--- src/rtl/gbcv_pkg.sv ---
package gbcv_pkg;

	localparam int unsigned BTN_W      = 32;
	localparam int unsigned BTN_IDX_W  = 5;
	localparam int unsigned TICK_W     = 32;
	localparam int unsigned INTERVAL_W = 16;
	localparam int unsigned STEP_W     = 6;
	localparam int unsigned VOL_W      = 7;
	localparam int unsigned VOL_WIDE_W = VOL_W + 2;
	localparam int unsigned QUERY_W    = 3;
	localparam int unsigned CFG_IDX_W  = 2;
	localparam int unsigned CFG_DATA_W = 16;
	localparam int unsigned IN_DATA_W  = 96;
	localparam int unsigned OUT_DATA_W = 48;
	localparam int unsigned RES_W      = BTN_W + QUERY_W + VOL_W + 1;

	// button bit positions
	localparam logic [BTN_IDX_W-1:0] BIT_UP         = 5'd0;
	localparam logic [BTN_IDX_W-1:0] BIT_UP_LEFT    = 5'd1;
	localparam logic [BTN_IDX_W-1:0] BIT_LEFT       = 5'd2;
	localparam logic [BTN_IDX_W-1:0] BIT_DOWN_LEFT  = 5'd3;
	localparam logic [BTN_IDX_W-1:0] BIT_DOWN       = 5'd4;
	localparam logic [BTN_IDX_W-1:0] BIT_DOWN_RIGHT = 5'd5;
	localparam logic [BTN_IDX_W-1:0] BIT_RIGHT      = 5'd6;
	localparam logic [BTN_IDX_W-1:0] BIT_UP_RIGHT   = 5'd7;
	localparam logic [BTN_IDX_W-1:0] BIT_A          = 5'd12;
	localparam logic [BTN_IDX_W-1:0] BIT_B          = 5'd13;
	localparam logic [BTN_IDX_W-1:0] BIT_Y          = 5'd14;
	localparam logic [BTN_IDX_W-1:0] BIT_X          = 5'd15;
	localparam logic [BTN_IDX_W-1:0] BIT_VOL_UP     = 5'd16;
	localparam logic [BTN_IDX_W-1:0] BIT_VOL_DOWN   = 5'd17;
	localparam logic [BTN_IDX_W-1:0] BIT_AB         = 5'd20;
	localparam logic [BTN_IDX_W-1:0] BIT_AX         = 5'd21;
	localparam logic [BTN_IDX_W-1:0] BIT_AY         = 5'd22;
	localparam logic [BTN_IDX_W-1:0] BIT_BX         = 5'd23;
	localparam logic [BTN_IDX_W-1:0] BIT_BY         = 5'd24;
	localparam logic [BTN_IDX_W-1:0] BIT_XY         = 5'd25;

	localparam logic [VOL_W-1:0] LOW_VOLUME_LIMIT = 7'd10;
	localparam logic [VOL_W-1:0] VOLUME_AT_RESET  = 7'd20;

	localparam logic [INTERVAL_W-1:0] INTERVAL_RESET = 16'd250;
	localparam logic [STEP_W-1:0]     STEP_RESET     = 6'd8;
	localparam logic [VOL_W-1:0]      FLOOR_RESET    = 7'd0;
	localparam logic [VOL_W-1:0]      CEILING_RESET  = 7'd100;

	typedef enum logic [CFG_IDX_W-1:0] {
		REG_REPEAT_INTERVAL = 2'd0,
		REG_VOLUME_STEP     = 2'd1,
		REG_VOLUME_FLOOR    = 2'd2,
		REG_VOLUME_CEILING  = 2'd3
	} cfg_reg_t;

	typedef enum logic [QUERY_W-1:0] {
		QS_RELEASED       = 3'd0,
		QS_NEWLY_PRESSED  = 3'd1,
		QS_HELD           = 3'd2,
		QS_NEWLY_RELEASED = 3'd3,
		QS_MIXED          = 3'd4
	} query_state_t;

	typedef struct packed {
		logic [INTERVAL_W-1:0] repeat_interval;
		logic [STEP_W-1:0]     step;
		logic [VOL_W-1:0]      floor_lvl;
		logic [VOL_W-1:0]      ceiling_lvl;
	} vol_cfg_t;

	typedef struct packed {
		logic [VOL_W-1:0] level;
		logic             changed;
	} vol_status_t;

endpackage

--- src/rtl/gbcv_map.sv ---
module gbcv_map (
	input  logic [gbcv_pkg::BTN_W-1:0] raw,
	output logic [gbcv_pkg::BTN_W-1:0] mapped
);

	function automatic logic [gbcv_pkg::BTN_W-1:0] expand_diag(
		input logic [gbcv_pkg::BTN_W-1:0]     w,
		input logic [gbcv_pkg::BTN_IDX_W-1:0] diag,
		input logic [gbcv_pkg::BTN_IDX_W-1:0] a,
		input logic [gbcv_pkg::BTN_IDX_W-1:0] b
	);
		logic [gbcv_pkg::BTN_W-1:0] r;
		r = w;
		if (w[diag] && !w[a] && !w[b]) begin
			r[a] = 1'b1;
			r[b] = 1'b1;
		end
		return r;
	endfunction

	function automatic logic [gbcv_pkg::BTN_W-1:0] pair_combo(
		input logic [gbcv_pkg::BTN_W-1:0]     w,
		input logic [gbcv_pkg::BTN_IDX_W-1:0] a,
		input logic [gbcv_pkg::BTN_IDX_W-1:0] b,
		input logic [gbcv_pkg::BTN_IDX_W-1:0] combo
	);
		logic [gbcv_pkg::BTN_W-1:0] r;
		r = w;
		if (w[a] && w[b]) begin
			r[a]     = 1'b0;
			r[b]     = 1'b0;
			r[combo] = 1'b1;
		end
		return r;
	endfunction

	logic [gbcv_pkg::BTN_W-1:0] diag_w;

	// each diagonal check sees the bits set by the ones before it
	always_comb begin
		diag_w = expand_diag(raw, gbcv_pkg::BIT_UP_LEFT, gbcv_pkg::BIT_UP, gbcv_pkg::BIT_LEFT);
		diag_w = expand_diag(diag_w, gbcv_pkg::BIT_UP_RIGHT, gbcv_pkg::BIT_UP,
			gbcv_pkg::BIT_RIGHT);
		diag_w = expand_diag(diag_w, gbcv_pkg::BIT_DOWN_LEFT, gbcv_pkg::BIT_DOWN,
			gbcv_pkg::BIT_LEFT);
		diag_w = expand_diag(diag_w, gbcv_pkg::BIT_DOWN_RIGHT, gbcv_pkg::BIT_DOWN,
			gbcv_pkg::BIT_RIGHT);
	end

	always_comb begin
		mapped = pair_combo(diag_w, gbcv_pkg::BIT_A, gbcv_pkg::BIT_B, gbcv_pkg::BIT_AB);
		mapped = pair_combo(mapped, gbcv_pkg::BIT_A, gbcv_pkg::BIT_X, gbcv_pkg::BIT_AX);
		mapped = pair_combo(mapped, gbcv_pkg::BIT_A, gbcv_pkg::BIT_Y, gbcv_pkg::BIT_AY);
		mapped = pair_combo(mapped, gbcv_pkg::BIT_B, gbcv_pkg::BIT_X, gbcv_pkg::BIT_BX);
		mapped = pair_combo(mapped, gbcv_pkg::BIT_B, gbcv_pkg::BIT_Y, gbcv_pkg::BIT_BY);
		mapped = pair_combo(mapped, gbcv_pkg::BIT_X, gbcv_pkg::BIT_Y, gbcv_pkg::BIT_XY);
	end

endmodule

--- src/rtl/gbcv_query.sv ---
module gbcv_query (
	input  logic [gbcv_pkg::BTN_W-1:0] cur,
	input  logic [gbcv_pkg::BTN_W-1:0] prev,
	input  logic [gbcv_pkg::BTN_W-1:0] mask,
	output gbcv_pkg::query_state_t     state
);

	logic [gbcv_pkg::BTN_W-1:0] cs;
	logic [gbcv_pkg::BTN_W-1:0] ps;

	assign cs = mask & cur;
	assign ps = mask & prev;

	always_comb begin
		priority if (ps == '0 && cs == mask) begin
			state = gbcv_pkg::QS_NEWLY_PRESSED;
		end else if (ps == mask && cs == mask) begin
			state = gbcv_pkg::QS_HELD;
		end else if (ps == mask && cs == '0) begin
			state = gbcv_pkg::QS_NEWLY_RELEASED;
		end else if (ps == '0 && cs == '0) begin
			state = gbcv_pkg::QS_RELEASED;
		end else begin
			state = gbcv_pkg::QS_MIXED;
		end
	end

endmodule

--- src/rtl/gbcv_vol.sv ---
module gbcv_vol (
	input  logic                        clk,
	input  logic                        arst_n,
	input  logic                        advance,
	input  gbcv_pkg::vol_cfg_t          cfg,
	input  logic [gbcv_pkg::BTN_W-1:0]  cur,
	input  logic [gbcv_pkg::BTN_W-1:0]  prev,
	input  logic [gbcv_pkg::TICK_W-1:0] tick,
	output gbcv_pkg::vol_status_t       status
);

	// one volume action: step (halved at low volume), then clamp to floor and ceiling
	function automatic logic [gbcv_pkg::VOL_W-1:0] nudge(
		input logic [gbcv_pkg::VOL_W-1:0] vol,
		input logic                       up,
		input gbcv_pkg::vol_cfg_t         c
	);
		logic [gbcv_pkg::STEP_W-1:0]           delta;
		logic signed [gbcv_pkg::VOL_WIDE_W-1:0] v;
		delta = (vol <= gbcv_pkg::LOW_VOLUME_LIMIT) ? (c.step >> 1) : c.step;
		if (up) begin
			v = $signed({2'b00, vol}) + $signed({3'b000, delta});
		end else begin
			v = $signed({2'b00, vol}) - $signed({3'b000, delta});
		end
		if (v < $signed({2'b00, c.floor_lvl})) begin
			v = $signed({2'b00, c.floor_lvl});
		end
		if (v > $signed({2'b00, c.ceiling_lvl})) begin
			v = $signed({2'b00, c.ceiling_lvl});
		end
		return v[gbcv_pkg::VOL_W-1:0];
	endfunction

	logic [gbcv_pkg::VOL_W-1:0]  volume_q;
	logic [gbcv_pkg::TICK_W-1:0] last_up_q;
	logic [gbcv_pkg::TICK_W-1:0] last_down_q;
	logic [gbcv_pkg::TICK_W-1:0] up_elapsed;
	logic [gbcv_pkg::TICK_W-1:0] down_elapsed;
	logic [gbcv_pkg::TICK_W-1:0] interval_wide;
	logic                        up_fire;
	logic                        down_fire;
	logic [gbcv_pkg::VOL_W-1:0]  after_up;
	logic [gbcv_pkg::VOL_W-1:0]  after_down;

	assign up_elapsed    = tick - last_up_q;
	assign down_elapsed  = tick - last_down_q;
	assign interval_wide = {{(gbcv_pkg::TICK_W - gbcv_pkg::INTERVAL_W){1'b0}},
		cfg.repeat_interval};

	// press edge, or a held button whose repeat time has passed
	assign up_fire = cur[gbcv_pkg::BIT_VOL_UP] &&
		(!prev[gbcv_pkg::BIT_VOL_UP] || (up_elapsed > interval_wide));
	assign down_fire = cur[gbcv_pkg::BIT_VOL_DOWN] &&
		(!prev[gbcv_pkg::BIT_VOL_DOWN] || (down_elapsed > interval_wide));

	assign after_up   = up_fire ? nudge(volume_q, 1'b1, cfg) : volume_q;
	assign after_down = down_fire ? nudge(after_up, 1'b0, cfg) : after_up;

	assign status.level   = after_down;
	assign status.changed = up_fire | down_fire;

	always_ff @(posedge clk or negedge arst_n) begin
		if (!arst_n) begin
			volume_q    <= gbcv_pkg::VOLUME_AT_RESET;
			last_up_q   <= '0;
			last_down_q <= '0;
		end else if (advance) begin
			volume_q <= after_down;
			if (up_fire) begin
				last_up_q <= tick;
			end
			if (down_fire) begin
				last_down_q <= tick;
			end
		end
	end

endmodule

--- src/rtl/gamepad_button_combo_volume_qualifier_unit.sv ---
// pipeline: an accepted input beat goes through the input register, then the result register, to the master side
// throughput: one poll per cycle while the master side takes its beats; the only loop is the
//   state update of the previous button word, the volume level and the two repeat timestamps
// reset: arst_n clears both pipeline valids, the previous word and timestamps to zero,
//   the volume to twenty and the registers to their defaults
module gamepad_button_combo_volume_qualifier_unit (
	input  logic                             clk,
	input  logic                             arst_n,

	// configuration write port
	input  logic                             cfg_we,
	input  logic [gbcv_pkg::CFG_IDX_W-1:0]   cfg_index,
	input  logic [gbcv_pkg::CFG_DATA_W-1:0]  cfg_data,

	// poll input
	input  logic                             s_axis_tvalid,
	output logic                             s_axis_tready,
	// raw_buttons [31:0], tick_ms [63:32], query_mask [95:64]
	input  logic [gbcv_pkg::IN_DATA_W-1:0]   s_axis_tdata,

	// poll result
	output logic                             m_axis_tvalid,
	input  logic                             m_axis_tready,
	// mapped_buttons [31:0], query_state [34:32], volume_level [41:35],
	// volume_changed [42], zero [47:43]
	output logic [gbcv_pkg::OUT_DATA_W-1:0]  m_axis_tdata
);

	// configuration registers
	gbcv_pkg::vol_cfg_t cfg_q;

	// input stage
	logic                        valid_s1;
	logic [gbcv_pkg::BTN_W-1:0]  raw_s1;
	logic [gbcv_pkg::TICK_W-1:0] tick_s1;
	logic [gbcv_pkg::BTN_W-1:0]  mask_s1;

	// result stage
	logic                        valid_s2;
	logic [gbcv_pkg::BTN_W-1:0]  mapped_s2;
	logic [gbcv_pkg::QUERY_W-1:0] query_s2;
	logic [gbcv_pkg::VOL_W-1:0]  level_s2;
	logic                        changed_s2;

	// poll state
	logic [gbcv_pkg::BTN_W-1:0]  prev_buttons_q;

	logic                        adv_s1;
	logic                        accept;
	logic [gbcv_pkg::BTN_W-1:0]  mapped;
	gbcv_pkg::query_state_t      qstate;
	gbcv_pkg::vol_status_t       vstat;

	// result stage frees up when empty or when its beat is taken
	assign adv_s1        = valid_s1 && (!valid_s2 || m_axis_tready);
	assign s_axis_tready = !valid_s1 || adv_s1;
	assign accept        = s_axis_tvalid && s_axis_tready;

	// register writes
	always_ff @(posedge clk or negedge arst_n) begin
		if (!arst_n) begin
			cfg_q.repeat_interval <= gbcv_pkg::INTERVAL_RESET;
			cfg_q.step            <= gbcv_pkg::STEP_RESET;
			cfg_q.floor_lvl       <= gbcv_pkg::FLOOR_RESET;
			cfg_q.ceiling_lvl     <= gbcv_pkg::CEILING_RESET;
		end else if (cfg_we) begin
			unique case (gbcv_pkg::cfg_reg_t'(cfg_index))
				gbcv_pkg::REG_REPEAT_INTERVAL: begin
					cfg_q.repeat_interval <= cfg_data[gbcv_pkg::INTERVAL_W-1:0];
				end
				gbcv_pkg::REG_VOLUME_STEP: begin
					cfg_q.step <= cfg_data[gbcv_pkg::STEP_W-1:0];
				end
				gbcv_pkg::REG_VOLUME_FLOOR: begin
					cfg_q.floor_lvl <= cfg_data[gbcv_pkg::VOL_W-1:0];
				end
				gbcv_pkg::REG_VOLUME_CEILING: begin
					cfg_q.ceiling_lvl <= cfg_data[gbcv_pkg::VOL_W-1:0];
				end
			endcase
		end
	end

	// input register
	always_ff @(posedge clk or negedge arst_n) begin
		if (!arst_n) begin
			valid_s1 <= 1'b0;
		end else if (s_axis_tready) begin
			valid_s1 <= s_axis_tvalid;
		end
	end

	always_ff @(posedge clk) begin
		if (accept) begin
			raw_s1  <= s_axis_tdata[gbcv_pkg::BTN_W-1:0];
			tick_s1 <= s_axis_tdata[gbcv_pkg::BTN_W +: gbcv_pkg::TICK_W];
			mask_s1 <= s_axis_tdata[gbcv_pkg::BTN_W + gbcv_pkg::TICK_W +: gbcv_pkg::BTN_W];
		end
	end

	// diagonal expansion and face-button combos
	gbcv_map u_map (
		.raw    (raw_s1),
		.mapped (mapped)
	);

	// masked press classification against the previous mapped word
	gbcv_query u_query (
		.cur   (mapped),
		.prev  (prev_buttons_q),
		.mask  (mask_s1),
		.state (qstate)
	);

	// volume buttons with repeat timing; state moves only when a beat advances
	gbcv_vol u_vol (
		.clk     (clk),
		.arst_n  (arst_n),
		.advance (adv_s1),
		.cfg     (cfg_q),
		.cur     (mapped),
		.prev    (prev_buttons_q),
		.tick    (tick_s1),
		.status  (vstat)
	);

	always_ff @(posedge clk or negedge arst_n) begin
		if (!arst_n) begin
			prev_buttons_q <= '0;
		end else if (adv_s1) begin
			prev_buttons_q <= mapped;
		end
	end

	// result register
	always_ff @(posedge clk or negedge arst_n) begin
		if (!arst_n) begin
			valid_s2 <= 1'b0;
		end else if (adv_s1) begin
			valid_s2 <= 1'b1;
		end else if (m_axis_tready) begin
			valid_s2 <= 1'b0;
		end
	end

	always_ff @(posedge clk) begin
		if (adv_s1) begin
			mapped_s2  <= mapped;
			query_s2   <= qstate;
			level_s2   <= vstat.level;
			changed_s2 <= vstat.changed;
		end
	end

	assign m_axis_tvalid = valid_s2;
	assign m_axis_tdata  = {{(gbcv_pkg::OUT_DATA_W - gbcv_pkg::RES_W){1'b0}},
		changed_s2, level_s2, query_s2, mapped_s2};

endmodule

--- config.mk ---
export PLATFORM = sky130hd
export DESIGN_NAME = gamepad_button_combo_volume_qualifier_unit
export DESIGN_NICKNAME = d
export VERILOG_FILES = /design/src/rtl/gbcv_pkg.sv /design/src/rtl/gbcv_map.sv /design/src/rtl/gbcv_query.sv /design/src/rtl/gbcv_vol.sv /design/src/rtl/gamepad_button_combo_volume_qualifier_unit.sv
export SDC_FILE = /design/constraint.sdc
export NUM_CORES = 1
export LEC_CHECK = 0
export BUFFER_PORTS_ARGS = -buffer_cell sky130_fd_sc_hd__buf_2
export CAP_MARGIN = 5
export CORE_ASPECT_RATIO = 1.4
export CORE_UTILIZATION = 54
export DETAILED_ROUTE_END_ITERATION = 7
export PLACE_DENSITY_LB_ADDON = 0.3
export SLEW_MARGIN = 20
export SYNTH_ARGS = -nofsm -noshare
export SYNTH_HDL_FRONTEND = slang
export SYNTH_SLANG_ARGS = --single-unit
--- constraint.sdc ---
create_clock -name clk -period 14.49 [get_ports clk]
set_input_delay 1.449 -clock clk [delete_from_list [all_inputs] [get_ports clk]]
set_output_delay 1.449 -clock clk [all_outputs]
set_load 0.03 [all_outputs]
== Word level (Yosys, flattened, before mapping) ==
Cells that the tools add are included.
W data, S select, Z words.

* Register bits: 280
* Input bits: 119
* Output and inout bits: 50
* Logic and storage cells: 123

* Add/sub/neg operators: 4
* Order comparisons: 8
* Equality and inequality tests: 5
* Multiplexer cells: 36
* Bitwise logic cells: 3
* Reduce and logical (&&, ||, !) cells: 49

{| class="wikitable"
|+ Operators by type and width
! operator !! count
|-
| $and A32 B32 Y32 || 2
|-
| $eq A32 B32 Y1 || 2
|-
| $gt A32 B16 Y1 || 2
|-
| $logic_not A32 Y1 || 2
|-
| $sub A32 B32 Y32 || 2
|-
| $mux W7 || 4
|-
| $logic_and A1 B1 Y1 || 22
|-
| $mux W1 || 22
|-
| $lt A9 B8 Y1 || 2
|-
| $le A7 B4 Y1 const B || 2
|-
| $logic_not A1 Y1 || 12
|-
| $mux W6 || 2
|-
| $reduce_and A2 Y1 || 6
|-
| $mux W2 || 5
|-
| $gt A9 B8 Y1 || 1
|-
| $mux W9 || 1
|-
| $add A7 B6 Y8 || 1
|-
| $gt A8 B7 Y1 || 1
|-
| $mux W8 || 1
|-
| $sub A7 B6 Y8 || 1
|-
| $eq A2 B2 Y1 const B || 2
|-
| $logic_or A1 B1 Y1 || 4
|-
| $mux W3 || 1
|-
| $reduce_or A3 Y1 || 1
|-
| 4 further kinds || 4
|}

== Longest topological paths before layout ==
Gate-level depths: netlist of run 1.

* Depth after elaboration: 17
* Mapped depth: 62
* Depth with buffers taken out: 57

== Hierarchy ==
Synthesis of run 1 repeated with hierarchy kept, for this count alone.

* Cells, all modules: 1542
* Area total of the unflattened synthesis: 17237.8 µm²

{| class="wikitable"
|+ By module, submodules not included
! module !! instances !! cells an instance !! area an instance (µm²) !! seq. area each (µm²)
|-
| gbcv_vol || 1 || 1066 || 9143.8 || 1779.2
|-
| gamepad_button_combo_volume_qualifier_unit || 1 || 299 || 6857.8 || 5938.2
|-
| gbcv_query || 1 || 129 || 912.1 || 0.0
|-
| gbcv_map || 1 || 48 || 324.1 || 0.0
|}

== Worst setup path before layout of run 1 ==
OpenSTA, ideal clock, no wires.

* Kind: register to register
* Start: reg u_vol.volume_q[2] in the netlist's numbering
* End: reg u_vol.volume_q[3] in the netlist's numbering
* Library setup time: 0.125 ns
* Arrival: 11.068 ns
* Data required time: 14.365 ns
* Setup slack: 3.297 ns
* Cell stages (with the launch flop): 61
* Path buffers: 4
* Clock period less this slack: 11.193 ns
* Cells stage by stage: dfstp_2 -> a21oi_1 -> o21ai_1 -> mux2_2 -> ha_1 -> inv_1 -> fa_1 -> nor2b_1 -> o21ai_0 -> nand2b_1 -> a21o_1 -> a21oi_1 -> xnor2_1 -> ha_1 -> a21oi_1 -> o211a_1 -> clkbuf_1 -> mux2i_1 -> (+25 left out) -> a211oi_1 -> ha_1 -> clkbuf_1 -> mux2_2 -> ha_1 -> nor2b_1 -> o21a_1 -> o21a_1 -> o21a_1 -> o21ai_0 -> nand2b_1 -> a21oi_1 -> nor3_1 -> clkbuf_1 -> nor2_1 -> a21oi_1 -> mux2_4 -> mux2_4

* Word-level cells in the longest chain between the ends: 16

{| class="wikitable"
|+ Ends and longest elaborated chain
! what !! line !! text
|-
| start: declaration || gbcv_vol.sv:35 || <nowiki>logic [gbcv_pkg::VOL_W-1:0] volume_q;</nowiki>
|-
| start signal: assignment || gbcv_vol.sv:65 || <nowiki>volume_q <= gbcv_pkg::VOLUME_AT_RESET;</nowiki>
|-
| start signal: assignment || gbcv_vol.sv:69 || <nowiki>volume_q <= after_down;</nowiki>
|-
| $le A7 B4 Y1 || gbcv_vol.sv:20 || <nowiki>delta = (vol <= gbcv_pkg::LOW_VOLUME_LIMIT) ? (c.step >> 1) : c.step;</nowiki>
|-
| $mux W6 || gbcv_vol.sv:20 ||
|-
| $add A7 B6 Y8 || gbcv_vol.sv:22 || <nowiki>v = $signed({2'b00, vol}) + $signed({3'b000, delta});</nowiki>
|-
| $lt A9 B8 Y1 || gbcv_vol.sv:26 || <nowiki>if (v < $signed({2'b00, c.floor_lvl})) begin</nowiki>
|-
| $mux W8 || gbcv_vol.sv:26 ||
|-
| $gt A8 B7 Y1 || gbcv_vol.sv:29 || <nowiki>if (v > $signed({2'b00, c.ceiling_lvl})) begin</nowiki>
|-
| $mux W7 || gbcv_vol.sv:29 ||
|-
| $mux W7 (*) || gbcv_vol.sv:57 || <nowiki>assign after_up = up_fire ? nudge(volume_q, 1'b1, cfg) : volume_q;</nowiki>
|-
| $le A7 B4 Y1 || gbcv_vol.sv:20 ||
|-
| $mux W6 || gbcv_vol.sv:20 ||
|-
| $sub A7 B6 Y8 || gbcv_vol.sv:24 || <nowiki>v = $signed({2'b00, vol}) - $signed({3'b000, delta});</nowiki>
|-
| $lt A9 B8 Y1 || gbcv_vol.sv:26 ||
|-
| $mux W9 || gbcv_vol.sv:26 ||
|-
| $gt A9 B8 Y1 || gbcv_vol.sv:29 ||
|-
| $mux W7 || gbcv_vol.sv:29 ||
|-
| $mux W7 (*) || gbcv_vol.sv:58 || <nowiki>assign after_down = down_fire ? nudge(after_up, 1'b0, cfg) : after_up;</nowiki>
|-
| net u_vol.after_down (one bit) || gbcv_vol.sv:44 || <nowiki>logic [gbcv_pkg::VOL_W-1:0] after_down;</nowiki>
|}

Mark *: on every way through the listed nets, which the timed path passes. The rest lies on a longest branch.
A chain may end at the register's enable or synchronous reset.

== Final worst setup path of run 1 ==
Ends and elaborated chain as after synthesis.

==> results of run 1 <==
-- state kept, by name (all words and copies together), names as in the netlist, 32 cells and up --
signal             cells
cfg_q                 36
u_vol.last_up_q       32
u_vol.last_down_q     32
mask_s1               32
mapped_s2             32
tick_s1               32
raw_s1                32
prev_buttons_q        32
-- power groups by stage --
stage               Clock, W  Combinational (W)  Sequential (W)
global placement           0            0.00286         0.00112
global route        0.000819            0.00331         0.00113
finish              0.000773            0.00296         0.00111
detailed placement         0            0.00294         0.00112
CTS                 0.000788            0.00296         0.00111
floorplan                  0            0.00229         0.00112
-- cell usage in the layout (no fill, tap or decap), types with 10 or more instances in the layout --
cell type / instances
mux2i_1: 17
nor2b_1: 15
nand2b_1: 11
a211oi_1: 18
nand4_1: 26
buf_2: 162
ha_1: 134
a22oi_1: 24
nor2_1: 68
o21a_1: 20
o21bai_1: 11
a21o_1: 26
dfstp_2: 12
nand3_1: 25
o21ai_0: 81
xor2_1: 20
nor3_1: 23
edfxtp_1: 139
inv_1: 164
a221oi_1: 10
a21oi_1: 108
dfrtp_1: 129
and2_1: 10
nand2_1: 170
o211ai_1: 11
xnor2_1: 30
clkbuf_16: 29
mux2_2: 121
o22ai_1: 27
-- cells by family after synthesis --
logic type                 after synthesis  synth area share
AOI/OAI and AO/OA                      408            0.1578
and+or+nand+nor                        391            0.1085
DFF                                    280            0.4603
buffers and inverters                  209           0.04903
muxes                                  140           0.09321
adders and majority gates              138            0.1048
xor gates and xnor gates                50           0.02612
other                                    1         0.0002237
-- per-layer routing --
metal / vias to the layer above / global-route usage / part of all wire
met5: - / 0 / 0
met4: 0 / 0.1352 / 0.050
met3: 116 / 0.03745 / 0.052
met2: 423 / 0.4810 / 0.50
met1: 6189 / 0.3124 / 0.39
li1: 6193 / - / -
-- worst reg2reg max path: cells and delay by family (launching register included) --
family	cells	cell delay, ns
buffers and inverters	3	0.33
AOI/OAI and AO/OA	24	4.32
and+or+nand+nor	12	1.17
adders and majority gates	9	2.59
xor gates and xnor gates	1	0.17
muxes	8	2.70
DFF	1	0.58
-- layout make-up --
cell class | count | area [um^2] | share of cell area
multi-input combinational | 1132 | 8267 | 0.4363
sequential | 280 | 7717 | 0.4073
timing repair buffer | 169 | 867.1 | 0.04576
clock buffer | 36 | 772.0 | 0.04074
inverter | 165 | 619.3 | 0.03269
tap | 390 | 488.0 | 0.02575
clock inverter | 16 | 216.5 | 0.01142
-- per-stage QoR --
step	total power [W]	util
after floorplan	0.003408	-
after global placement	0.003987	0.5863
after detailed placement	0.004064	0.5863
after CTS	0.004859	0.6185
after global routing	0.005258	0.6188
final	0.004842	0.6188
-- path summary, 6_finish.rpt --
path / slack, ns / from / cells after the start / end
setup / recovery: 2.54 / u_vol.volume_q[2] / 57 / u_vol.volume_q[3]
min in group asynchronous: 0.91 / arst_n / 1 / u_vol.last_down_q[8]
max in group asynchronous: 12.30 / arst_n / 2 / u_vol.volume_q[5]
hold / removal: 0.49 / u_vol.last_up_q[0] / 2 / u_vol.last_up_q[0]
hold reg to reg: 0.49 / u_vol.last_up_q[0] / 2 / u_vol.last_up_q[0]
setup reg to reg: 2.54 / u_vol.volume_q[2] / 57 / u_vol.volume_q[3]
==> results.json, run 1 <==
{
  "dieArea_um2": 31770,
  "crit_path_end_kind": "register",
  "ys_seq_area_frac": 0.4603,
  "postSynthAreaPerCell_um2": 10.37,
  "critical_path_class": "register to register",
  "cts_num_sinks": 280,
  "slowest_delay_ns": 0.58,
  "die_x_um": 150.9,
  "drt.antenna.violating_nets": 0,
  "path_clk_slew_ns": 0.06,
  "initial_core_util": 0.5476,
  "grt_setup_unrepaired": "false",
  "cap_violations": 0,
  "yosys.area.top_type": "edfxtp_1",
  "final_nets": 2033,
  "switching_share": 0.4139,
  "diodes": 0,
  "vias": 12920,
  "grt_pass1_wl_mm": 66.07,
  "period_needed_ns": 11.95,
  "slew_headroom": 0.2896,
  "crit_path_top_delay_cell": "dfstp_2",
  "io_pins": 169,
  "path_buf_inv": 3,
  "irDropWorstVdd_uv": 263.2,
  "ys_types": 73,
  "share_comb_of_total_power": 0.611,
  "dr.first_iter.drc_count": 666,
  "synth_area_um2": 16770,
  "async_flop_share": 0.5036,
  "drc": 0,
  "worst_pin_slew_ns": 1.066,
  "power_density_nw_per_um2": 255.5,
  "n_fill_cell": 2528,
  "grt_overflow_total": 0,
  "cts-resized-gates": 0,
  "antenna_found_initial": 0,
  "cts_buffer_depth": 3,
  "layout_setup_ws_ns": 2.541,
  "power_leakage_nw": 8.418,
  "worstSkewPairLatency_ns": 0.56,
  "synth-seq-cells": 280,
  "status": "completed",
  "drive_gt1_frac": 0.2024,
  "cts-root-buf": "clkbuf_16",
  "max_clock_freq_mhz": 83.69,
  "hp-class": "register to register",
  "whs_ns": 0.4876,
  "cellInternalPower_w": 0.002838,
  "seqPwrFrac": 0.230,
  "place_ws_ns": 2.621,
  "die_h_um": 210.5,
  "synth.top_cell.area_share": 0.2490,
  "rows": 76,
  "core_area_um2": 30620,
  "grtUsageTotal": 0.2699,
  "grt_start_max_net_pins": 83,
  "yosys-top-cells-area": "edfxtp_1 25%, dfrtp_1 19%, ha_1 10%",
  "dp_hpwl_mm": 32.65,
  "ys_warn_count": 0,
  "finalWeightedCongestion": 0.9706,
  "holdBufCountCts": 0,
  "wirelength_mm": 42.17,
  "wl_per_cell_um": 19.27,
  "cts_made_buffers": 28,
  "crit_fanout": 13,
  "yosys.cell_count.top_type": "nand2_1",
  "crit_path_start_kind": "register",
  "fin_worst_skew_ns": 0.009489,
  "postSynthCellCount": 1617,
  "p_clk_frac": 0.160,
  "synth_edf_count": 139,
  "dpl_cell_area_um2": 17950,
  "crit_required_ns": 14.93,
  "yosys-top-cells-count": "170 x nand2_1, 164 x inv_1, 139 x edfxtp_1",
  "power.switching_w": 0.002004,
  "cts_max_level": 1,
  "hold_viol_final": 0,
  "avgViaCountPerCell": 5.905,
  "setup_viol": 0,
  "setup_tns_ns": 0,
  "syn_to_final_growth_pct": 13.01,
  "fin_cells": 2188,
  "path_common_cell": "ha_1",
  "dp.cells": 2136,
  "finalMaxSlewViolations": 0,
  "final.period_utilization": 0.8246,
  "first_pass_iters": 7,
  "grt_pass1_vias": 12990,
  "post_cts_buffers": 0,
  "fin_area_um2": 18950,
  "path_delay_family": "compound AO/OA/AOI/OAI gates",
  "cts_tree": "done",
  "ys.flop_type": "edfxtp_1",
  "crit_arrival_ns": 12.39,
  "port_buffers": 163
}
Note: power is estimated with default switching activity, not from simulation.
==> run 2: changes to the inputs <==
==> constraint.sdc (replaced) <==
create_clock -name clk -period 10.4 [get_ports clk]
set_input_delay 1.04 -clock clk [delete_from_list [all_inputs] [get_ports clk]]
set_output_delay 1.04 -clock clk [all_outputs]
set_load 0.03 [all_outputs]
==> run 2 against run 1 <==
Compared with the run above:
- the run now ends with negative setup slack left
- total power rose by 79%
- clock skew rose by 0.0049 ns
- worst hold slack improved by 0.015 ns
- sequential cell count did not move
- critical path depth fell by 2
- maximum frequency rose by 14%
- clock power rose by 49%
- final area rose by 4.4%
- register-to-register slack got worse by 2.6 ns
- die area did not move
- sequential power rose by 39%
- critical path type unchanged
- highest routed layer unchanged
==> results.json, run 2 (synthesis gave the netlist of run 1 again) <==
{
  "top_register": "cfg_q",
  "syn_to_final_growth_pct": 18.02,
  "grt_setup_unrepaired": "true",
  "cts-root-buf": "clkbuf_16",
  "worstHoldStart": "u_vol.last_up_q[23]",
  "whs_ns": 0.5025,
  "wl_per_cell_um": 19.37,
  "dp_hpwl_mm": 33.13,
  "status": "finished, violations left",
  "slew_headroom": 0.2750,
  "dr.first_iter.drc_count": 856,
  "diodes": 0,
  "crit_path_top_delay_cell": "dfstp_2",
  "cts_max_level": 1,
  "max_clock_freq_mhz": 95.50,
  "slowest_delay_ns": 0.54,
  "port_buffers": 163,
  "cellInternalPower_w": 0.005243,
  "antenna_found_initial": 0,
  "drt.antenna.violating_nets": 0,
  "avgViaCountPerCell": 5.929,
  "cts_made_buffers": 29,
  "worstSkewPairLatency_ns": 0.56,
  "switching_share": 0.3945,
  "die_x_um": 150.9,
  "cts_buffer_depth": 3,
  "crit_fanout": 6,
  "power_leakage_nw": 8.825,
  "holdBufCountCts": 0,
  "largest_register_ffs": 36,
  "multi_input_area_um2": 8544,
  "layout_setup_ws_ns": -0.07153,
  "grt_pass1_vias": 13250,
  "vias": 13350,
  "path_clk_slew_ns": 0.07,
  "register_area_um2": 7717,
  "crit_path_end_kind": "register",
  "cts_num_sinks": 280,
  "drc": 0,
  "crit_arrival_ns": 10.92,
  "most-common-layout-cells": "170 x nand2_1, 162 x buf_2, 161 x inv_1, 139 x edfxtp_1",
  "grtUsageTotal": 0.2781,
  "rows": 76,
  "share_comb_of_total_power": 0.690,
  "seqPwrFrac": 0.177,
  "hp-class": "register to register",
  "irDropWorstVdd_uv": 375.4,
  "die_h_um": 210.5,
  "worst_pin_slew_ns": 1.087,
  "crit_required_ns": 10.85,
  "finalWeightedCongestion": 0.9720,
  "initial_core_util": 0.5476,
  "critical_path.startpoint": "u_vol.volume_q[2]",
  "violations": "negative setup slack",
  "cap_violations": 0,
  "r2r-start": "u_vol.volume_q[2]",
  "power_density_nw_per_um2": 437.6,
  "dieArea_um2": 31770,
  "core_area_um2": 30620,
  "period_needed_ns": 10.47,
  "drive_gt1_frac": 0.2481,
  "first_pass_iters": 5,
  "dp.cells": 2181,
  "grt_start_max_net_pins": 83,
  "n_fill_cell": 2471,
  "grt_overflow_total": 0,
  "wirelength_mm": 43.61,
  "critical_path_class": "register to register",
  "crit_path_start_kind": "register",
  "grt_pass1_wl_mm": 68.18,
  "fin_cells": 2252,
  "io_pins": 169,
  "final.period_utilization": 1.007,
  "cts_tree": "done",
  "finalMaxSlewViolations": 0,
  "final_nets": 2097,
  "fin_worst_skew_ns": 0.01442,
  "power.switching_w": 0.003416,
  "final_common_cell": "nand2_1",
  "hold_viol_final": 0,
  "p_clk_frac": 0.132,
  "setup_viol": 6
}
[run 2: changes by cell type in the layout (fill, tap and decap cells not counted), moves of 5 or more]
cell / delta
o21ai_0: -6
buf_4: +57
o21ai_1: +5
mux2_2: -13
a21oi_1: -9
a21oi_2: +8
ha_1: -5
ha_4: +5
mux2_4: +13
[run 2: repair_timing]
| action | 4_1_cts | 5_1_grt |
|---|---|---|
| setup endpoints to repair | 14 | 14 |
| gates cloned | 1 | 0 |
| buffers inserted | 11 | 7 |
| gates resized for setup | 34 | 16 |
| pin swaps | 20 | 18 |
[run 2: final timing paths]
kind                       depth (start not counted)  slack, ns                    to
hold / removal                                     1       0.50   u_vol.last_up_q[23]
max in group asynchronous                          2       8.58     u_vol.volume_q[5]
hold reg to reg                                    1       0.50   u_vol.last_up_q[23]
setup reg to reg                                  55      -0.07     u_vol.volume_q[1]
min in group asynchronous                          1       0.52  u_vol.last_down_q[7]
setup / recovery                                  55      -0.07     u_vol.volume_q[1]
[run 2: cell type report]
class                   count  share of cell area
multi-input cells        1133              0.4318
inverters                 165             0.03143
well taps                 390             0.02466
clock inverters            19             0.01574
repair buffers            231             0.06873
clock buffers              34             0.03762
flip-flops and latches    280              0.3900
[run 2: power by group through the flow]
stage	registers (W)	logic [W]	clock network (W)
2_1_floorplan	0.00156	0.00343	0
3_3_place_gp	0.00155	0.00478	0
3_5_place_dp	0.00155	0.00488	0
4_1_cts	0.00153	0.00567	0.00117
5_1_grt	0.00155	0.00654	0.00121
6_report	0.00154	0.00598	0.00115
[run 2: per-layer routing]
layer | part of all wire | track usage | vias up
met2 | 0.50 | 0.4930 | 471
met4 | 0.055 | 0.1434 | 0
met1 | 0.39 | 0.3239 | 6386
li1 | - | - | 6349
met3 | 0.051 | 0.03636 | 146
met5 | 0 | 0 | -
[run 2: worst max-delay path, delay by kind of cell (launching register included)]
kind / cells / cell delay [ns]
compound gates: 24 / 3.68
xor+xnor: 1 / 0.14
fa+ha+maj: 8 / 2.16
buf+inv: 2 / 0.18
flops: 1 / 0.54
mux: 8 / 2.35
simple gates: 12 / 1.32
[run 2: metrics by stage]
step	setup WS [ns]	util	setup TNS (ns)	power, W	cell area, um^2
2_1_floorplan	0.007976	-	0	0.004992	16860
4_1_cts	-0.03129	0.6422	-0.07349	0.008380	19670
3_3_place_gp	-0.2342	0.5988	-2.230	0.006328	18340
5_1_grt	-0.7042	0.6462	-8.572	0.009302	19790
6_report	-0.07153	0.6462	-0.2730	0.008659	19790
3_5_place_dp	-0.3907	0.5988	-4.391	0.006431	18340
==> run 3: changes to the inputs <==
--- a/config.mk
+++ b/config.mk
@@ -5,13 +5,14 @@
 export SDC_FILE = /design/constraint.sdc
 export NUM_CORES = 1
 export LEC_CHECK = 0
+export ABC_AREA = 1
 export BUFFER_PORTS_ARGS = -buffer_cell sky130_fd_sc_hd__buf_2
 export CAP_MARGIN = 5
 export CORE_ASPECT_RATIO = 1.4
 export CORE_UTILIZATION = 54
 export DETAILED_ROUTE_END_ITERATION = 7
 export PLACE_DENSITY_LB_ADDON = 0.3
-export SLEW_MARGIN = 20
+export SLEW_MARGIN = 30
 export SYNTH_ARGS = -nofsm -noshare
 export SYNTH_HDL_FRONTEND = slang
 export SYNTH_SLANG_ARGS = --single-unit
==> run 3 against run 2 <==
Compared with the run above:
- the run now ends clean
- combinational power fell by 6.2%
- area after synthesis rose by 5.1%
- critical path depth rose by 8
- core utilization fell by 1.3 points
- sequential power barely moved
- global-route usage rose by 2.4 points
- non-clock buffer count fell by 29
- cell count rose by 26%
==> results.json, run 3 <==
{
  "core_area_um2": 31890,
  "reg2regPathDepth": 63,
  "dieArea_um2": 33360,
  "final_common_cell": "nand2_1",
  "dr.first_iter.drc_count": 899,
  "top_register": "cfg_q",
  "cap_violations": 0,
  "cts_buffer_depth": 3,
  "rows": 77,
  "status": "completed",
  "crit_path_start_kind": "register",
  "crit_path_end_kind": "register",
  "crit_path_top_delay_cell": "dfrtp_1",
  "wl_per_cell_um": 17.33,
  "slew_headroom": 0.3939,
  "synth.top_cell.area_share": 0.2369,
  "ys_warn_count": 0,
  "grt_start_max_net_pins": 77,
  "drive_gt1_frac": 0.1365,
  "slowest_delay_ns": 0.41,
  "worstSkewPairLatency_ns": 0.57,
  "crit_required_ns": 10.73,
  "fin_worst_skew_ns": 0.01005,
  "final.period_utilization": 0.9193,
  "setup_tns_ns": 0,
  "port_buffers": 163,
  "cts-root-buf": "clkbuf_16",
  "ys_seq_area_frac": 0.4380,
  "cts_made_buffers": 27,
  "fin_area_um2": 20190,
  "yosys.area.top_type": "edfxtp_1",
  "postSynthCellCount": 2189,
  "io_pins": 169,
  "postSynthAreaPerCell_um2": 8.048,
  "die_x_um": 154.7,
  "power_leakage_nw": 9.966,
  "grt_pass1_vias": 15320,
  "grt_pass1_wl_mm": 78.69,
  "antenna_found_initial": 2,
  "path_common_cell": "nand2_1",
  "wirelength_mm": 49.29,
  "max_clock_freq_mhz": 104.6,
  "dp_hpwl_mm": 38.15,
  "cts_max_level": 1,
  "synth_edf_count": 139,
  "finalWeightedCongestion": 1.008,
  "cts_num_sinks": 280,
  "whs_path_depth": 0,
  "crit_arrival_ns": 9.89,
  "dpl_cell_area_um2": 18990,
  "largest_register_ffs": 36,
  "yosys-top-cells-count": "605 x nand2_1, 371 x inv_1, 153 x o21ai_0",
  "finalMaxSlewViolations": 0,
  "critical_path_class": "register to register",
  "most-common-layout-cells": "598 x nand2_1, 367 x inv_1, 162 x buf_2, 139 x edfxtp_1, 138 x o21ai_0",
  "yosys-top-cells-area": "edfxtp_1 24%, dfrtp_1 18%, nand2_1 13%",
  "initial_core_util": 0.5525,
  "hold_viol_final": 0,
  "dp.cells": 2780,
  "drc": 0,
  "ys_types": 63,
  "syn_to_final_growth_pct": 14.58,
  "final_nets": 2646,
  "grtUsageTotal": 0.3017,
  "fin_cells": 2845,
  "vias": 15340,
  "crit_fanout": 7,
  "path_clk_slew_ns": 0.07,
  "setup_viol": 0,
  "irDropWorstVdd_uv": 716.6,
  "first_pass_iters": 5,
  "power_density_nw_per_um2": 408.4,
  "drt.antenna.violating_nets": 0,
  "die_h_um": 215.7,
  "synth-seq-cells": 280,
  "worst_pin_slew_ns": 0.9092,
  "async_flop_share": 0.5036,
  "ys.flop_type": "edfxtp_1",
  "yosys.cell_count.top_type": "nand2_1",
  "grt_overflow_total": 0,
  "hp-class": "register to register",
  "avgViaCountPerCell": 5.390,
  "cts_tree": "done",
  "whs_ns": 0.4627,
  "period_needed_ns": 9.560,
  "synth_area_um2": 17620
}
[run 3: changes by cell type after synthesis, moves of 30 or more]
cell	delta
mux2_2	-120
nand2_1	+435
inv_1	+207
nand3_1	+51
nor2_1	+58
o21ai_1	+30
o21ai_0	+72
[run 3: final cells by class]
| type | count | area (um^2) |
|---|---|---|
| sequential | 280 | 7717 |
| antenna | 1 | 2.502 |
| multi-input combinational | 1505 | 8424 |
| clock inverter | 13 | 219.0 |
| timing repair buffer | 202 | 1130 |
| tap | 434 | 543.0 |
| fill | 2763 | 11700 |
| clock buffer | 37 | 743.2 |
| inverter | 373 | 1408 |
[run 3: kinds of logic after synthesis]
kind of cell	synth area share
DFF	0.4380
buffers and inverters	0.09218
adders and majority gates	0.09971
xor gates and xnor gates	0.02386
AOI/OAI and AO/OA	0.1295
and+or+nand+nor	0.2150
other	0.0002128
muxes	0.001420
[run 3: final timing paths]
check / startpoint / to / slack (ns)
worst max-delay path: u_vol.volume_q[5] / level_s2[0] / 0.84
worst min-delay path: raw_s1[30] / mapped_s2[30] / 0.46
worst max register to register: u_vol.volume_q[5] / level_s2[0] / 0.84
worst min register to register: raw_s1[30] / mapped_s2[30] / 0.46
max in group asynchronous: arst_n / u_vol.last_up_q[21] / 8.74
min in group asynchronous: arst_n / cfg_q[10] / 0.50
[run 3: critical path: cells and delay by family (launching register included)]
family,cells,cell delay (ns)
adders and majority gates,7,2.18
and+or+nand+nor,29,3.17
xor gates and xnor gates,1,0.22
AOI/OAI and AO/OA,19,2.81
DFF,1,0.41
buffers and inverters,7,0.50
[run 3: routing by layer]
layer  track usage  vias to the layer above  share of wire
met2        0.5516                      495           0.51
met1        0.3383                     7127           0.38
met3       0.03635                      145          0.048
met4        0.1663                        2          0.058
li1              -                     7566              -
met5             0                        -        0.00030
[run 3: report_power, final]
part	total [W]	internal, W	switching [W]
sequential	0.00157	0.00144	0.000133
combinational	0.00561	0.00235	0.00325
clock	0.00107	0.000629	0.000439
total	0.00824	0.00442	0.00383
[run 3: timing repair]
| item | in CTS | in global routing |
|---|---|---|
| resized for setup | 2 | 48 |
| setup buffers | 0 | 12 |
| hold buffers | 0 | 0 |
| gates cloned | 0 | 2 |
| endpoints found under the setup margin | 6 | 14 |
| hold endpoints to repair | 0 | 0 |
| pin swaps | 0 | 19 |
[run 3: stage by stage]
stage               utilization  power, W  setup WS, ns
global route             0.6330  0.009063      -0.06686
CTS                      0.6257  0.007768       0.07458
global placement         0.5954  0.006532        0.1993
detailed placement       0.5954  0.006658      -0.03338
finish                   0.6330  0.008245        0.8397
floorplan                     -  0.005075        0.9591
